<file path="config.mk">
export PLATFORM = sky130hd
export DESIGN_NAME = heartbeat_keepalive_monitor_flat
export DESIGN_NICKNAME = d
export VERILOG_FILES = /design/src/hw/rtl/hkm_pkg.sv /design/src/hw/rtl/hkm_if.sv /design/src/hw/rtl/hkm_front.sv /design/src/hw/rtl/hkm_queue.sv /design/src/hw/rtl/hkm_back.sv /design/src/hw/rtl/heartbeat_keepalive_monitor.sv /design/src/flat_wrapper.sv
export VERILOG_INCLUDE_DIRS = /design/src /design/src/hw/rtl
export SDC_FILE = /design/constraint.sdc
export NUM_CORES = 1
export LEC_CHECK = 0
export BUFFER_PORTS_ARGS = -buffer_cell sky130_fd_sc_hd__buf_4
export CAP_MARGIN = 20
export CORE_ASPECT_RATIO = 1.5
export CORE_MARGIN = 5
export CORE_UTILIZATION = 35
export DETAILED_ROUTE_END_ITERATION = 10
export SLEW_MARGIN = 20
export SYNTH_ARGS = -nofsm -noshare
export SYNTH_HDL_FRONTEND = slang
export SYNTH_SLANG_ARGS = --single-unit
</file>
<file path="constraint.sdc">
create_clock -name clk -period 7.45 [get_ports clk]
set_input_delay 0.3725 -clock clk [delete_from_list [all_inputs] [get_ports clk]]
set_output_delay 0.3725 -clock clk [all_outputs]
set_load 0.02 [all_outputs]
</file>
<file path="src/hw/rtl/assert_macros.svh">
// Assertion macros shared by the keepalive monitor RTL.
// No dependencies; included by the files that carry checks.
`ifndef ASSERT_MACROS_SVH
`define ASSERT_MACROS_SVH

// Invariant that holds at every clock edge outside reset
`define HKM_ASSERT(lbl, clk, rst, expr, msg) \
  lbl: assert property (@(posedge clk) disable iff (rst) (expr)) else $error(msg);

// Same-cycle implication
`define HKM_ASSERT_IMP(lbl, clk, rst, ante, cons, msg) \
  lbl: assert property (@(posedge clk) disable iff (rst) (ante) |-> (cons)) else $error(msg);

// Next-cycle implication
`define HKM_ASSERT_NEXT(lbl, clk, rst, ante, cons, msg) \
  lbl: assert property (@(posedge clk) disable iff (rst) (ante) |=> (cons)) else $error(msg);

`endif

</file>
<file path="src/hw/rtl/hkm_pkg.sv">
// Shared types and constants for the heartbeat keepalive monitor.
// No dependencies; used by every RTL file of the block but assert_macros.svh.
package hkm_pkg;

  localparam int HKM_QUEUE_DEPTH = 2;
  localparam int CFG_INDEX_W     = 4;
  localparam int CFG_DATA_W      = 16;
  localparam int LIMIT_W         = 24;

  localparam logic [CFG_INDEX_W-1:0] CFG_INTERVAL    = CFG_INDEX_W'(0);
  localparam logic [CFG_INDEX_W-1:0] CFG_LOSS_THRESH = CFG_INDEX_W'(1);
  localparam logic [CFG_INDEX_W-1:0] CFG_CMD_CODE    = CFG_INDEX_W'(2);
  localparam logic [CFG_INDEX_W-1:0] CFG_MIN_LEN     = CFG_INDEX_W'(3);

  localparam logic [7:0]  DEFAULT_LOSS_THRESH = 8'd3;
  localparam logic [15:0] DEFAULT_MIN_LEN     = 16'd8;
  localparam logic [7:0]  QUERY_WINDOW        = 8'h80;

  localparam logic        REQ_TICK   = 1'b0;

  typedef enum logic [1:0] {
    OP_TICK_OFF = 2'd0,
    OP_TICK     = 2'd1,
    OP_BAD      = 2'd2,
    OP_FRAME    = 2'd3
  } op_t;

  // Classified item handed from front to back
  typedef struct packed {
    op_t         op;
    logic        from_manager;
    logic [31:0] now_sec;
    logic [7:0]  rx_msg_id;
  } item_t;

  // Configuration the back part needs
  typedef struct packed {
    logic [15:0]        interval_sec;
    logic [7:0]         loss_thresh;
    logic [LIMIT_W-1:0] loss_limit;
  } back_cfg_t;

endpackage

</file>
<file path="src/hw/rtl/hkm_if.sv">
// Handshake channel interfaces of the keepalive monitor: request, result, config.
// Depends on hkm_pkg for the configuration port widths.
interface hkm_req_if;
  logic        valid;
  logic        ready;
  logic        req_type;
  logic [31:0] now_sec;
  logic [15:0] frame_len;
  logic [15:0] frame_cmd;
  logic        from_manager;
  logic [7:0]  rx_msg_id;

  modport source (output valid, req_type, now_sec, frame_len, frame_cmd, from_manager,
                  rx_msg_id, input ready);
  modport sink (input valid, req_type, now_sec, frame_len, frame_cmd, from_manager,
                rx_msg_id, output ready);
endinterface

interface hkm_rsp_if;
  logic        valid;
  logic        ready;
  logic        status;
  logic        send_heartbeat;
  logic        send_reply;
  logic [7:0]  out_msg_id;
  logic        lost_event;
  logic        link_lost;
  logic [15:0] loss_run;
  logic        awaiting_reply;
  logic [31:0] sent_total;
  logic [31:0] received_total;

  modport source (output valid, status, send_heartbeat, send_reply, out_msg_id, lost_event,
                  link_lost, loss_run, awaiting_reply, sent_total, received_total,
                  input ready);
  modport sink (input valid, status, send_heartbeat, send_reply, out_msg_id, lost_event,
                link_lost, loss_run, awaiting_reply, sent_total, received_total,
                output ready);
endinterface

interface hkm_cfg_if import hkm_pkg::*; ();
  logic                   valid;
  logic                   ready;
  logic [CFG_INDEX_W-1:0] index;
  logic [CFG_DATA_W-1:0]  data;

  modport source (output valid, index, data, input ready);
  modport sink (input valid, index, data, output ready);
endinterface

</file>
<file path="src/hw/rtl/hkm_front.sv">
// Front part: configuration registers and classification of incoming items.
// Depends on hkm_pkg and hkm_if; feeds hkm_queue.
module hkm_front import hkm_pkg::*; (
  input  logic       clk,
  input  logic       rst,
  hkm_req_if.sink    req,
  hkm_cfg_if.sink    cfg,
  input  logic       queue_ready,
  output logic       push,
  output item_t      push_item,
  output back_cfg_t  back_cfg
);

  logic [15:0]        interval_sec;
  logic [7:0]         loss_thresh;
  logic [15:0]        heartbeat_cmd_code;
  logic [15:0]        min_header_len;
  logic [LIMIT_W-1:0] loss_limit;
  logic [7:0]         loss_thresh_eff;
  logic               frame_ok;

  assign cfg.ready = 1'b1;

  always_ff @(posedge clk) begin
    if (rst) begin
      interval_sec       <= '0;
      loss_thresh        <= DEFAULT_LOSS_THRESH;
      heartbeat_cmd_code <= '0;
      min_header_len     <= DEFAULT_MIN_LEN;
    end else if (cfg.valid) begin
      unique case (cfg.index)
        CFG_INTERVAL:    interval_sec       <= cfg.data;
        CFG_LOSS_THRESH: loss_thresh        <= cfg.data[7:0];
        CFG_CMD_CODE:    heartbeat_cmd_code <= cfg.data;
        CFG_MIN_LEN:     min_header_len     <= cfg.data;
        default:         ;
      endcase
    end
  end

  assign loss_thresh_eff = (loss_thresh == '0) ? DEFAULT_LOSS_THRESH : loss_thresh;

  // Loss timeout is registered next cycle; user moves config only while idle, unchecked
  always_ff @(posedge clk) begin
    loss_limit <= LIMIT_W'(interval_sec * loss_thresh_eff);
  end

  assign back_cfg.interval_sec = interval_sec;
  assign back_cfg.loss_thresh  = loss_thresh_eff;
  assign back_cfg.loss_limit   = loss_limit;

  assign frame_ok = (req.frame_len >= min_header_len) && (req.frame_cmd == heartbeat_cmd_code);

  always_comb begin
    push_item.from_manager = req.from_manager;
    push_item.now_sec      = req.now_sec;
    push_item.rx_msg_id    = req.rx_msg_id;
    if (req.req_type == REQ_TICK) begin
      push_item.op = (interval_sec == '0) ? OP_TICK_OFF : OP_TICK;
    end else begin
      push_item.op = frame_ok ? OP_FRAME : OP_BAD;
    end
  end

  assign req.ready = queue_ready;
  assign push      = req.valid && queue_ready;

endmodule

</file>
<file path="src/hw/rtl/hkm_queue.sv">
// Short item queue between the front and back parts of the keepalive monitor.
// Depends on hkm_pkg for the item type.
`include "assert_macros.svh"
module hkm_queue import hkm_pkg::*; #(
  parameter int DEPTH = HKM_QUEUE_DEPTH
) (
  input  logic  clk,
  input  logic  rst,
  input  logic  push,
  input  item_t push_item,
  output logic  push_ready,
  input  logic  pop,
  output logic  pop_valid,
  output item_t pop_item
);

  localparam int PW = (DEPTH > 1) ? $clog2(DEPTH) : 1;
  localparam int CW = $clog2(DEPTH + 1);

  item_t           slots [DEPTH];
  logic [PW-1:0]   wr_ptr;
  logic [PW-1:0]   rd_ptr;
  logic [CW-1:0]   count;

  assign push_ready = (count != CW'(DEPTH));
  assign pop_valid  = (count != '0);
  assign pop_item   = slots[rd_ptr];

  always_ff @(posedge clk) begin
    if (push) begin
      slots[wr_ptr] <= push_item;
    end
  end

  always_ff @(posedge clk) begin
    if (rst) begin
      wr_ptr <= '0;
      rd_ptr <= '0;
      count  <= '0;
    end else begin
      if (push) begin
        wr_ptr <= (wr_ptr == PW'(DEPTH - 1)) ? '0 : wr_ptr + 1'b1;
      end
      if (pop) begin
        rd_ptr <= (rd_ptr == PW'(DEPTH - 1)) ? '0 : rd_ptr + 1'b1;
      end
      if (push && !pop) begin
        count <= count + 1'b1;
      end else if (pop && !push) begin
        count <= count - 1'b1;
      end
    end
  end

  `HKM_ASSERT(a_count_bound, clk, rst, count <= CW'(DEPTH), "queue count beyond depth")
  `HKM_ASSERT_IMP(a_no_overflow, clk, rst, push, push_ready, "push into full queue")
  `HKM_ASSERT_IMP(a_no_underflow, clk, rst, pop, pop_valid, "pop from empty queue")

endmodule

</file>
<file path="src/hw/rtl/hkm_back.sv">
// Back part: keepalive state, timeout and id logic, and the result register.
// Depends on hkm_pkg and hkm_if; drains hkm_queue.
`include "assert_macros.svh"
module hkm_back import hkm_pkg::*; (
  input  logic       clk,
  input  logic       rst,
  input  back_cfg_t  back_cfg,
  input  logic       pop_valid,
  input  item_t      pop_item,
  output logic       pop,
  hkm_rsp_if.source  rsp
);

  // id_counter doubles as the expected id: every heartbeat sets both to the same value
  logic        sent_once;
  logic [31:0] last_send_time;
  logic        pending_flag;
  logic [31:0] pending_start_time;
  logic [7:0]  id_counter;
  logic [15:0] loss_counter;
  logic [31:0] send_counter;
  logic [31:0] receive_counter;

  logic        sent_once_next;
  logic [31:0] last_send_time_next;
  logic        pending_flag_next;
  logic [31:0] pending_start_time_next;
  logic [7:0]  id_counter_next;
  logic [15:0] loss_counter_next;
  logic [31:0] send_counter_next;
  logic [31:0] receive_counter_next;

  logic        status_next;
  logic        send_hb_next;
  logic        send_rep_next;
  logic [7:0]  oid_next;
  logic        lost_next;
  logic        link_next;

  logic [31:0] since_send;
  logic [31:0] since_pend;
  logic [7:0]  id_diff;
  logic        due;
  logic        timed_out;
  logic        pend_mid;

  assign pop = pop_valid && (!rsp.valid || rsp.ready);

  assign since_send = pop_item.now_sec - last_send_time;
  assign since_pend = pop_item.now_sec - pending_start_time;
  assign id_diff    = pop_item.rx_msg_id - id_counter;
  assign due        = !sent_once || (since_send >= {16'd0, back_cfg.interval_sec});
  assign timed_out  = pending_flag && (since_pend >= {8'd0, back_cfg.loss_limit});

  always_comb begin
    sent_once_next          = sent_once;
    last_send_time_next     = last_send_time;
    pending_flag_next       = pending_flag;
    pending_start_time_next = pending_start_time;
    id_counter_next         = id_counter;
    loss_counter_next       = loss_counter;
    send_counter_next       = send_counter;
    receive_counter_next    = receive_counter;
    status_next             = 1'b0;
    send_hb_next            = 1'b0;
    send_rep_next           = 1'b0;
    oid_next                = '0;
    lost_next               = 1'b0;
    link_next               = 1'b0;
    pend_mid                = pending_flag;

    unique case (pop_item.op)
      OP_TICK_OFF: ;
      OP_TICK: begin
        if (timed_out) begin
          lost_next = 1'b1;
          pend_mid  = 1'b0;
          if (loss_counter != '1) begin
            loss_counter_next = loss_counter + 1'b1;
          end
          link_next = (loss_counter_next >= {8'd0, back_cfg.loss_thresh});
        end
        pending_flag_next = pend_mid;
        if (due) begin
          if (!pend_mid) begin
            pending_start_time_next = pop_item.now_sec;
          end
          id_counter_next     = id_counter + 1'b1;
          last_send_time_next = pop_item.now_sec;
          sent_once_next      = 1'b1;
          pending_flag_next   = 1'b1;
          if (send_counter != '1) begin
            send_counter_next = send_counter + 1'b1;
          end
          send_hb_next = 1'b1;
          oid_next     = id_counter_next;
        end
      end
      OP_BAD: begin
        status_next = 1'b1;
      end
      OP_FRAME: begin
        if (receive_counter != '1) begin
          receive_counter_next = receive_counter + 1'b1;
        end
        loss_counter_next = '0;
        if (pop_item.from_manager) begin
          if (pending_flag && (pop_item.rx_msg_id == id_counter)) begin
            pending_flag_next = 1'b0;
          end else if (id_diff < QUERY_WINDOW) begin
            // newer id from the manager: answer as a query
            send_rep_next = 1'b1;
            oid_next      = pop_item.rx_msg_id;
          end
        end
      end
      default: ;
    endcase
  end

  always_ff @(posedge clk) begin
    if (rst) begin
      sent_once          <= 1'b0;
      last_send_time     <= '0;
      pending_flag       <= 1'b0;
      pending_start_time <= '0;
      id_counter         <= '0;
      loss_counter       <= '0;
      send_counter       <= '0;
      receive_counter    <= '0;
    end else if (pop) begin
      sent_once          <= sent_once_next;
      last_send_time     <= last_send_time_next;
      pending_flag       <= pending_flag_next;
      pending_start_time <= pending_start_time_next;
      id_counter         <= id_counter_next;
      loss_counter       <= loss_counter_next;
      send_counter       <= send_counter_next;
      receive_counter    <= receive_counter_next;
    end
  end

  always_ff @(posedge clk) begin
    if (rst) begin
      rsp.valid <= 1'b0;
    end else if (pop) begin
      rsp.valid <= 1'b1;
    end else if (rsp.ready) begin
      rsp.valid <= 1'b0;
    end
  end

  always_ff @(posedge clk) begin
    if (pop) begin
      rsp.status         <= status_next;
      rsp.send_heartbeat <= send_hb_next;
      rsp.send_reply     <= send_rep_next;
      rsp.out_msg_id     <= oid_next;
      rsp.lost_event     <= lost_next;
      rsp.link_lost      <= link_next;
      rsp.loss_run       <= loss_counter_next;
      rsp.awaiting_reply <= pending_flag_next;
      rsp.sent_total     <= send_counter_next;
      rsp.received_total <= receive_counter_next;
    end
  end

  `HKM_ASSERT_IMP(a_one_order, clk, rst, rsp.valid, !(rsp.send_heartbeat && rsp.send_reply),
                  "heartbeat and reply ordered by one item")
  `HKM_ASSERT_IMP(a_hb_arms, clk, rst, rsp.valid && rsp.send_heartbeat, rsp.awaiting_reply,
                  "heartbeat sent without pending expectation")
  `HKM_ASSERT_IMP(a_link_on_loss, clk, rst, rsp.valid && rsp.link_lost, rsp.lost_event,
                  "link alarm without a loss")
  `HKM_ASSERT_NEXT(a_hb_id, clk, rst, pop && send_hb_next, rsp.out_msg_id == id_counter,
                   "heartbeat id differs from id counter")

endmodule

</file>
<file path="src/hw/rtl/heartbeat_keepalive_monitor.sv">
// Heartbeat keepalive monitor, top level: front, item queue and back part.
// Depends on hkm_pkg, hkm_if, hkm_front, hkm_queue and hkm_back.
//
// Use: items arrive on req, each a timer tick (req_type 0, now_sec) or a
// received heartbeat header (req_type 1 with length, command, sender flag and
// id). Every item yields exactly one result on rsp, in order: status, the
// heartbeat or reply order with its id, loss and link alarms, and the
// counters after the item. Registers are written on cfg (index 0 interval,
// 1 loss threshold, 2 command code, 3 minimum header length) while no item is
// in flight; cfg is always ready.
// A result is valid the cycle after its item leaves the queue.
// Throughput: one item per cycle while the receiver keeps rsp.ready high.
// The back part updates its keepalive state as each item pops.
// Reset clears the keepalive state, the queue and the result valid flag and
// loads the register defaults. When the receiver stalls, the result holds and
// up to QUEUE_DEPTH further items are taken before req.ready drops.
module heartbeat_keepalive_monitor import hkm_pkg::*; #(
  parameter int QUEUE_DEPTH = HKM_QUEUE_DEPTH
) (
  input  logic       clk,
  input  logic       rst,
  hkm_req_if.sink    req,
  hkm_rsp_if.source  rsp,
  hkm_cfg_if.sink    cfg
);

  logic      queue_ready;
  logic      push;
  item_t     push_item;
  logic      pop;
  logic      pop_valid;
  item_t     pop_item;
  back_cfg_t back_cfg;

  hkm_front u_front (
    .clk         (clk),
    .rst         (rst),
    .req         (req),
    .cfg         (cfg),
    .queue_ready (queue_ready),
    .push        (push),
    .push_item   (push_item),
    .back_cfg    (back_cfg)
  );

  hkm_queue #(
    .DEPTH (QUEUE_DEPTH)
  ) u_queue (
    .clk        (clk),
    .rst        (rst),
    .push       (push),
    .push_item  (push_item),
    .push_ready (queue_ready),
    .pop        (pop),
    .pop_valid  (pop_valid),
    .pop_item   (pop_item)
  );

  hkm_back u_back (
    .clk       (clk),
    .rst       (rst),
    .back_cfg  (back_cfg),
    .pop_valid (pop_valid),
    .pop_item  (pop_item),
    .pop       (pop),
    .rsp       (rsp)
  );

endmodule
</file>
<file path="src/flat_wrapper.sv">
// flat-port wrapper written by rule: the top's interface ports become plain ports
module heartbeat_keepalive_monitor_flat import hkm_pkg::*;
#(
  parameter int QUEUE_DEPTH = HKM_QUEUE_DEPTH
)
  (clk, rst, req_valid, req_req_type, req_now_sec, req_frame_len, req_frame_cmd, req_from_manager, req_rx_msg_id, req_ready, rsp_valid, rsp_status, rsp_send_heartbeat, rsp_send_reply, rsp_out_msg_id, rsp_lost_event, rsp_link_lost, rsp_loss_run, rsp_awaiting_reply, rsp_sent_total, rsp_received_total, rsp_ready, cfg_valid, cfg_index, cfg_data, cfg_ready);
  hkm_req_if req_i ();
  hkm_rsp_if rsp_i ();
  hkm_cfg_if cfg_i ();
  input  logic clk;
  input  logic rst;
  input wire logic [$bits(req_i.valid)-1:0] req_valid;
  input wire logic [$bits(req_i.req_type)-1:0] req_req_type;
  input wire logic [$bits(req_i.now_sec)-1:0] req_now_sec;
  input wire logic [$bits(req_i.frame_len)-1:0] req_frame_len;
  input wire logic [$bits(req_i.frame_cmd)-1:0] req_frame_cmd;
  input wire logic [$bits(req_i.from_manager)-1:0] req_from_manager;
  input wire logic [$bits(req_i.rx_msg_id)-1:0] req_rx_msg_id;
  output wire logic [$bits(req_i.ready)-1:0] req_ready;
  output wire logic [$bits(rsp_i.valid)-1:0] rsp_valid;
  output wire logic [$bits(rsp_i.status)-1:0] rsp_status;
  output wire logic [$bits(rsp_i.send_heartbeat)-1:0] rsp_send_heartbeat;
  output wire logic [$bits(rsp_i.send_reply)-1:0] rsp_send_reply;
  output wire logic [$bits(rsp_i.out_msg_id)-1:0] rsp_out_msg_id;
  output wire logic [$bits(rsp_i.lost_event)-1:0] rsp_lost_event;
  output wire logic [$bits(rsp_i.link_lost)-1:0] rsp_link_lost;
  output wire logic [$bits(rsp_i.loss_run)-1:0] rsp_loss_run;
  output wire logic [$bits(rsp_i.awaiting_reply)-1:0] rsp_awaiting_reply;
  output wire logic [$bits(rsp_i.sent_total)-1:0] rsp_sent_total;
  output wire logic [$bits(rsp_i.received_total)-1:0] rsp_received_total;
  input wire logic [$bits(rsp_i.ready)-1:0] rsp_ready;
  input wire logic [$bits(cfg_i.valid)-1:0] cfg_valid;
  input wire logic [$bits(cfg_i.index)-1:0] cfg_index;
  input wire logic [$bits(cfg_i.data)-1:0] cfg_data;
  output wire logic [$bits(cfg_i.ready)-1:0] cfg_ready;
  assign req_i.valid = req_valid;
  assign req_i.req_type = req_req_type;
  assign req_i.now_sec = req_now_sec;
  assign req_i.frame_len = req_frame_len;
  assign req_i.frame_cmd = req_frame_cmd;
  assign req_i.from_manager = req_from_manager;
  assign req_i.rx_msg_id = req_rx_msg_id;
  assign req_ready = req_i.ready;
  assign rsp_valid = rsp_i.valid;
  assign rsp_status = rsp_i.status;
  assign rsp_send_heartbeat = rsp_i.send_heartbeat;
  assign rsp_send_reply = rsp_i.send_reply;
  assign rsp_out_msg_id = rsp_i.out_msg_id;
  assign rsp_lost_event = rsp_i.lost_event;
  assign rsp_link_lost = rsp_i.link_lost;
  assign rsp_loss_run = rsp_i.loss_run;
  assign rsp_awaiting_reply = rsp_i.awaiting_reply;
  assign rsp_sent_total = rsp_i.sent_total;
  assign rsp_received_total = rsp_i.received_total;
  assign rsp_i.ready = rsp_ready;
  assign cfg_i.valid = cfg_valid;
  assign cfg_i.index = cfg_index;
  assign cfg_i.data = cfg_data;
  assign cfg_ready = cfg_i.ready;
  heartbeat_keepalive_monitor #(.QUEUE_DEPTH(QUEUE_DEPTH)) u_core (.clk(clk), .rst(rst), .req(req_i), .rsp(rsp_i), .cfg(cfg_i));
endmodule
</file>
==> summary.md <==
| Metric | Value |
|---|---|
| Synth area leaders | `sky130_fd_sc_hd__edfxtp_1, sky130_fd_sc_hd__dfxtp_1, sky130_fd_sc_hd__ha_1` |
| Area occupied by multi-input gates | `roughly 15000 um^2` |
| Buffers from clock root to sink, at most | `3` |
| Crit path kind | `flip-flop to flip-flop` |
| Kind of start point of the critical path | `flip-flop` |
| Die extent in y | `between 300 and 400 um` |
| Number of clock buffers inserted by TritonCTS | `45` |
| Sequential cell area fraction in the yosys report | `38.30%` |
| Reg2reg path depth | `25` |
| Int Power | `5702 uW` |
| Slew at the pin closest to its max-slew limit | `1.051 ns` |
| Clock tree from TritonCTS | `built` |
| Status | `finished, final reports clean` |
| Clock sink total | `420` |
| Clock latency on the worst-skew pair | `0.61 ns` |
| Clock Root Buffer | `sky130_fd_sc_hd__clkbuf_16` |
| Ratio of final minimum period to clock period | `86.55%` |
| Post-layout min period | `6.448 ns` |
| Post-detailed-placement half-perimeter wirelength | `51.57 mm` |
| Most used DFF post-synth | `sky130_fd_sc_hd__dfxtp_1` |
| Routed Antenna Nets | `0` |
| Placement Rows | `124` |
| Count of warnings emitted by yosys | `0` |
| Standby leakage power | `0.01235 uW` |
| Most used cell along the critical path | `sky130_fd_sc_hd__o21ai_0` |
| Number of flops mapped to enable cells by yosys | `180` |
| Switching portion of total power | `40.03%` |
| Average wire per cell in the routed design | `17.02 um` |
| H-tree depth | `2` |
| Maximum Capacitance Violations | `0` |
| Number of cells on the critical path | `25` |
| Number of top-level pins | `196` |
| IR drop worst, VDD | `between 0.2 and 0.25 mV` |
| Peak clock frequency supported by timing | `0.1551 GHz` |
| Synth async-reset ratio | `0%` |
| Endpoint type of the worst setup path | `flip-flop` |
| DRC viols | `0` |
| First-pass GRT wire length | `110.5 mm` |
| Netlist Area Pre-Place | `26650 um^2` |
| Post-CTS setup repair buffer count | `0` |
| Mean Syn Cell Area | `approximately 9.5 um^2` |
| Worst path top cell family by delay | `compound AO/OA/AOI/OAI gates` |
| Number of endpoints with negative hold slack in the final report | `0` |
| Effective utilization at floorplan | `35.13%` |
| Worst endpoint required time | `just under 8 ns` |
| Minimum setup slack in the final design | `1.002 ns` |
| Comb pwr share | `45.4%` |
| Switching power summed over all nets | `between 3000 and 4000 uW` |
| Data arrival time at the worst-slack endpoint | `6.79 ns` |
| DIE AREA | `~82000 um^2` |
| All-Layer GR Usage | `around 16%` |
| Clock Power Share | `23.2%` |
| Synth-to-layout area growth | `16.06%` |
| Total of flip-flops plus latches after synthesis | `420` |
| Number of cells on the worst hold path | `3` |
| Sequential Area | `roughly 10000 um^2` |
| Maximum fanout along the worst path | `20` |
| Count of final max-slew check failures | `0` |
| Ratio of cells with drive above 1 in the final layout | `13.35%` |
| Violation count after the first detailed-routing iteration | `just under 1000` |
| Number of antenna violations at the first check in global routing | `2` |
| Vias | `between 20000 and 25000` |
| Synth Net Count | `3172` |
| Part of the total power dissipated in sequential elements | `31.4%` |
| First-pass detailed-route iteration total | `5` |
| Maximum cell stage delay along the critical path | `~0.42 ns` |
| Buffers on Ports | `194` |
| Die span in x | `235.3 um` |
| Final nets | `3358` |
| Setup repair after global routing missed its margin | `no` |
| Max Clock Skew | `roughly 0.039 ns` |
| Power density over the cells | `307.4 nW/um^2` |
| Post-synth top area cell | `sky130_fd_sc_hd__edfxtp_1` |
| Via count of the first global-routing pass | `20851` |
| Fraction of synthesized cell area taken by the top area cell type | `between 20% and 30%` |
| Aggregate global routing overflow | `0` |
| Yosys cell types | `83` |
| Pre-CTS setup slack | `about 1.0 ns` |
| Final TNS setup | `0 ns` |
| Area of the core | `about 76000 um^2` |
| Maximum number of pins on one net before global-route repair | `about 120` |
| Count of filler cells inserted in the layout | `~7500` |
| Average vias per placed instance | `around 5.1` |
| Top cells by count, synth | `sky130_fd_sc_hd__nor2_1, sky130_fd_sc_hd__inv_1, sky130_fd_sc_hd__dfxtp_1` |
| Final wirelength | `slightly below 70 mm` |
| Rel. slew slack | `29.93%` |
| Slowest cell on crit path | `sky130_fd_sc_hd__dfxtp_2` |
| Dominant cell by count in the synthesized netlist | `sky130_fd_sc_hd__nor2_1` |
| Clock transition at the registers of the reported paths | `0.07 ns` |
| Post-synthesis cell count | `2804` |
| Path class of the lowest-slack min-delay path | `primary input to flip-flop` |
| Bufs and invs on worst path | `3` |
| Placer Congestion | `just under 0.9` |
| # setup viols final | `0` |
## through the flow
stage          total power, uW  instance area (um^2)  std cells  util, %  hold slack (ns)
5_1_grt                  10170                 30940       4035    40.78          0.02714
3_5_place_dp              7366                 29080       3910    38.33           0.4484
4_1_cts                   9650                 30930       4034    40.77         0.001830
2_1_floorplan             5979                 26650       2804        -           0.4321
3_3_place_gp              7345                 29080       3910    38.33           0.4434
6_report                  9508                 30940       4035    40.78          0.05556
## routing by layer
metal	GRT usage, %	vias up	part of all wire, %
met5	0	-	0
met4	7.112	0	4.4
met3	2.395	142	4.0
met2	30.61	399	52
met1	18.54	9897	40
li1	-	10188	-
## cells by family (layout without fill, tap and decap cells)
logic type	Yosys count	in the layout	share of synthesized area, %
mux	127	127	4.985
compound gates	501	501	13.11
xor+xnor	182	182	5.980
flops	420	420	38.30
fa+ha+maj	269	269	15.05
simple gates	914	914	16.73
other cells	1	2	0.01407
buf+inv	390	612	5.830
## flip-flops by register name, summed over array words and instances, names as in the netlist, 24 cells and up, named ones only
signal                            count
u_core.u_back.rsp.sent_total         32
u_core.u_back.rsp.received_total     32
u_core.u_back.send_counter           32
u_core.u_back.last_send_time         32
u_core.u_queue.slots                 86
u_core.u_back.pending_start_time     32
u_core.u_front.loss_limit            24
u_core.u_back.receive_counter        32
## worst register-to-register path: stages, from the launching register on
cell	delay, ns
sky130_fd_sc_hd__dfxtp_2	0.42
sky130_fd_sc_hd__mux2i_1	0.34
sky130_fd_sc_hd__ha_1	0.24
sky130_fd_sc_hd__inv_1	0.06
sky130_fd_sc_hd__fa_1	0.41
sky130_fd_sc_hd__a211oi_1	0.34
sky130_fd_sc_hd__o21ai_0	0.23
sky130_fd_sc_hd__o2111ai_1	0.41
sky130_fd_sc_hd__nand3_1	0.21
sky130_fd_sc_hd__or3_1	0.38
sky130_fd_sc_hd__o21ai_0	0.14
sky130_fd_sc_hd__xnor2_1	0.26
sky130_fd_sc_hd__ha_1	0.32
sky130_fd_sc_hd__nand2_1	0.07
sky130_fd_sc_hd__nor2_1	0.04
sky130_fd_sc_hd__a2111oi_0	0.41
sky130_fd_sc_hd__nor2_1	0.09
sky130_fd_sc_hd__nor3_1	0.13
sky130_fd_sc_hd__o21ai_0	0.11
sky130_fd_sc_hd__a21o_1	0.17
sky130_fd_sc_hd__nor4_1	0.42
sky130_fd_sc_hd__a21oi_1	0.14
sky130_fd_sc_hd__buf_4	0.25
sky130_fd_sc_hd__nand2_2	0.13
sky130_fd_sc_hd__inv_1	0.20
sky130_fd_sc_hd__a22o_1	0.29
## power by group through the flow
stage / Clock, uW / Sequential, uW / Combinational, uW
global route: 2370 / 3030 / 4770
floorplan: 0 / 3250 / 2730
detailed placement: 0 / 3040 / 4320
CTS: 2300 / 2990 / 4360
finish: 2200 / 2990 / 4320
global placement: 0 / 3040 / 4300
## timing repair
action,in CTS,in global routing
hold buffers,41,0
gates resized for setup,0,0
hold endpoints to repair,82,0
## final timing paths
kind / start / endpoint / slack (ns)
min reg2reg: u_core.u_front.min_header_len[4] / u_core.u_front.min_header_len[4] / 0.46
max reg2reg: flip-flop / u_core.u_back.rsp.loss_run[15] / 1.00
min: cfg_data[8] / u_core.u_front.min_header_len[8] / 0.06
max: flip-flop / u_core.u_back.rsp.loss_run[15] / 1.00
## cell type report
type	count	area share, %
clock buffers	51	3.826
diodes	1	0.008089
clock inverters	32	0.8453
inverters	265	3.223
multi-input cells	1994	48.22
flip-flops and latches	420	33.01
well taps	1008	4.077
repair buffers	264	6.791
## cell usage in the layout (no fill, tap or decap), types with 9 or more instances in the layout
cell type	count
sky130_fd_sc_hd__mux2i_1	81
sky130_fd_sc_hd__nor2_1	276
sky130_fd_sc_hd__clkinv_1	12
sky130_fd_sc_hd__nand2b_1	78
sky130_fd_sc_hd__nand2_1	177
sky130_fd_sc_hd__a21oi_1	140
sky130_fd_sc_hd__nor4_1	16
sky130_fd_sc_hd__clkbuf_16	46
sky130_fd_sc_hd__a22o_1	18
sky130_fd_sc_hd__o211ai_1	12
sky130_fd_sc_hd__mux2_2	42
sky130_fd_sc_hd__xor2_1	80
sky130_fd_sc_hd__nand3_1	66
sky130_fd_sc_hd__and3_1	33
sky130_fd_sc_hd__xnor2_1	102
sky130_fd_sc_hd__buf_4	221
sky130_fd_sc_hd__a211oi_2	31
sky130_fd_sc_hd__or3_1	37
sky130_fd_sc_hd__o21a_1	22
sky130_fd_sc_hd__o21ai_0	70
sky130_fd_sc_hd__or2_2	9
sky130_fd_sc_hd__or4_1	26
sky130_fd_sc_hd__nor3_1	98
sky130_fd_sc_hd__a21o_1	42
sky130_fd_sc_hd__and2_1	10
sky130_fd_sc_hd__o2bb2ai_1	9
sky130_fd_sc_hd__a211oi_1	20
sky130_fd_sc_hd__nor2b_1	20
sky130_fd_sc_hd__edfxtp_1	180
sky130_fd_sc_hd__dlygate4sd3_1	41
sky130_fd_sc_hd__o31ai_1	31
sky130_fd_sc_hd__ha_1	183
sky130_fd_sc_hd__nand4_1	37
sky130_fd_sc_hd__fa_1	86
sky130_fd_sc_hd__dfxtp_1	239
sky130_fd_sc_hd__inv_1	255
sky130_fd_sc_hd__a31oi_1	24
No activity file was read; power rests on OpenSTA's default activity.
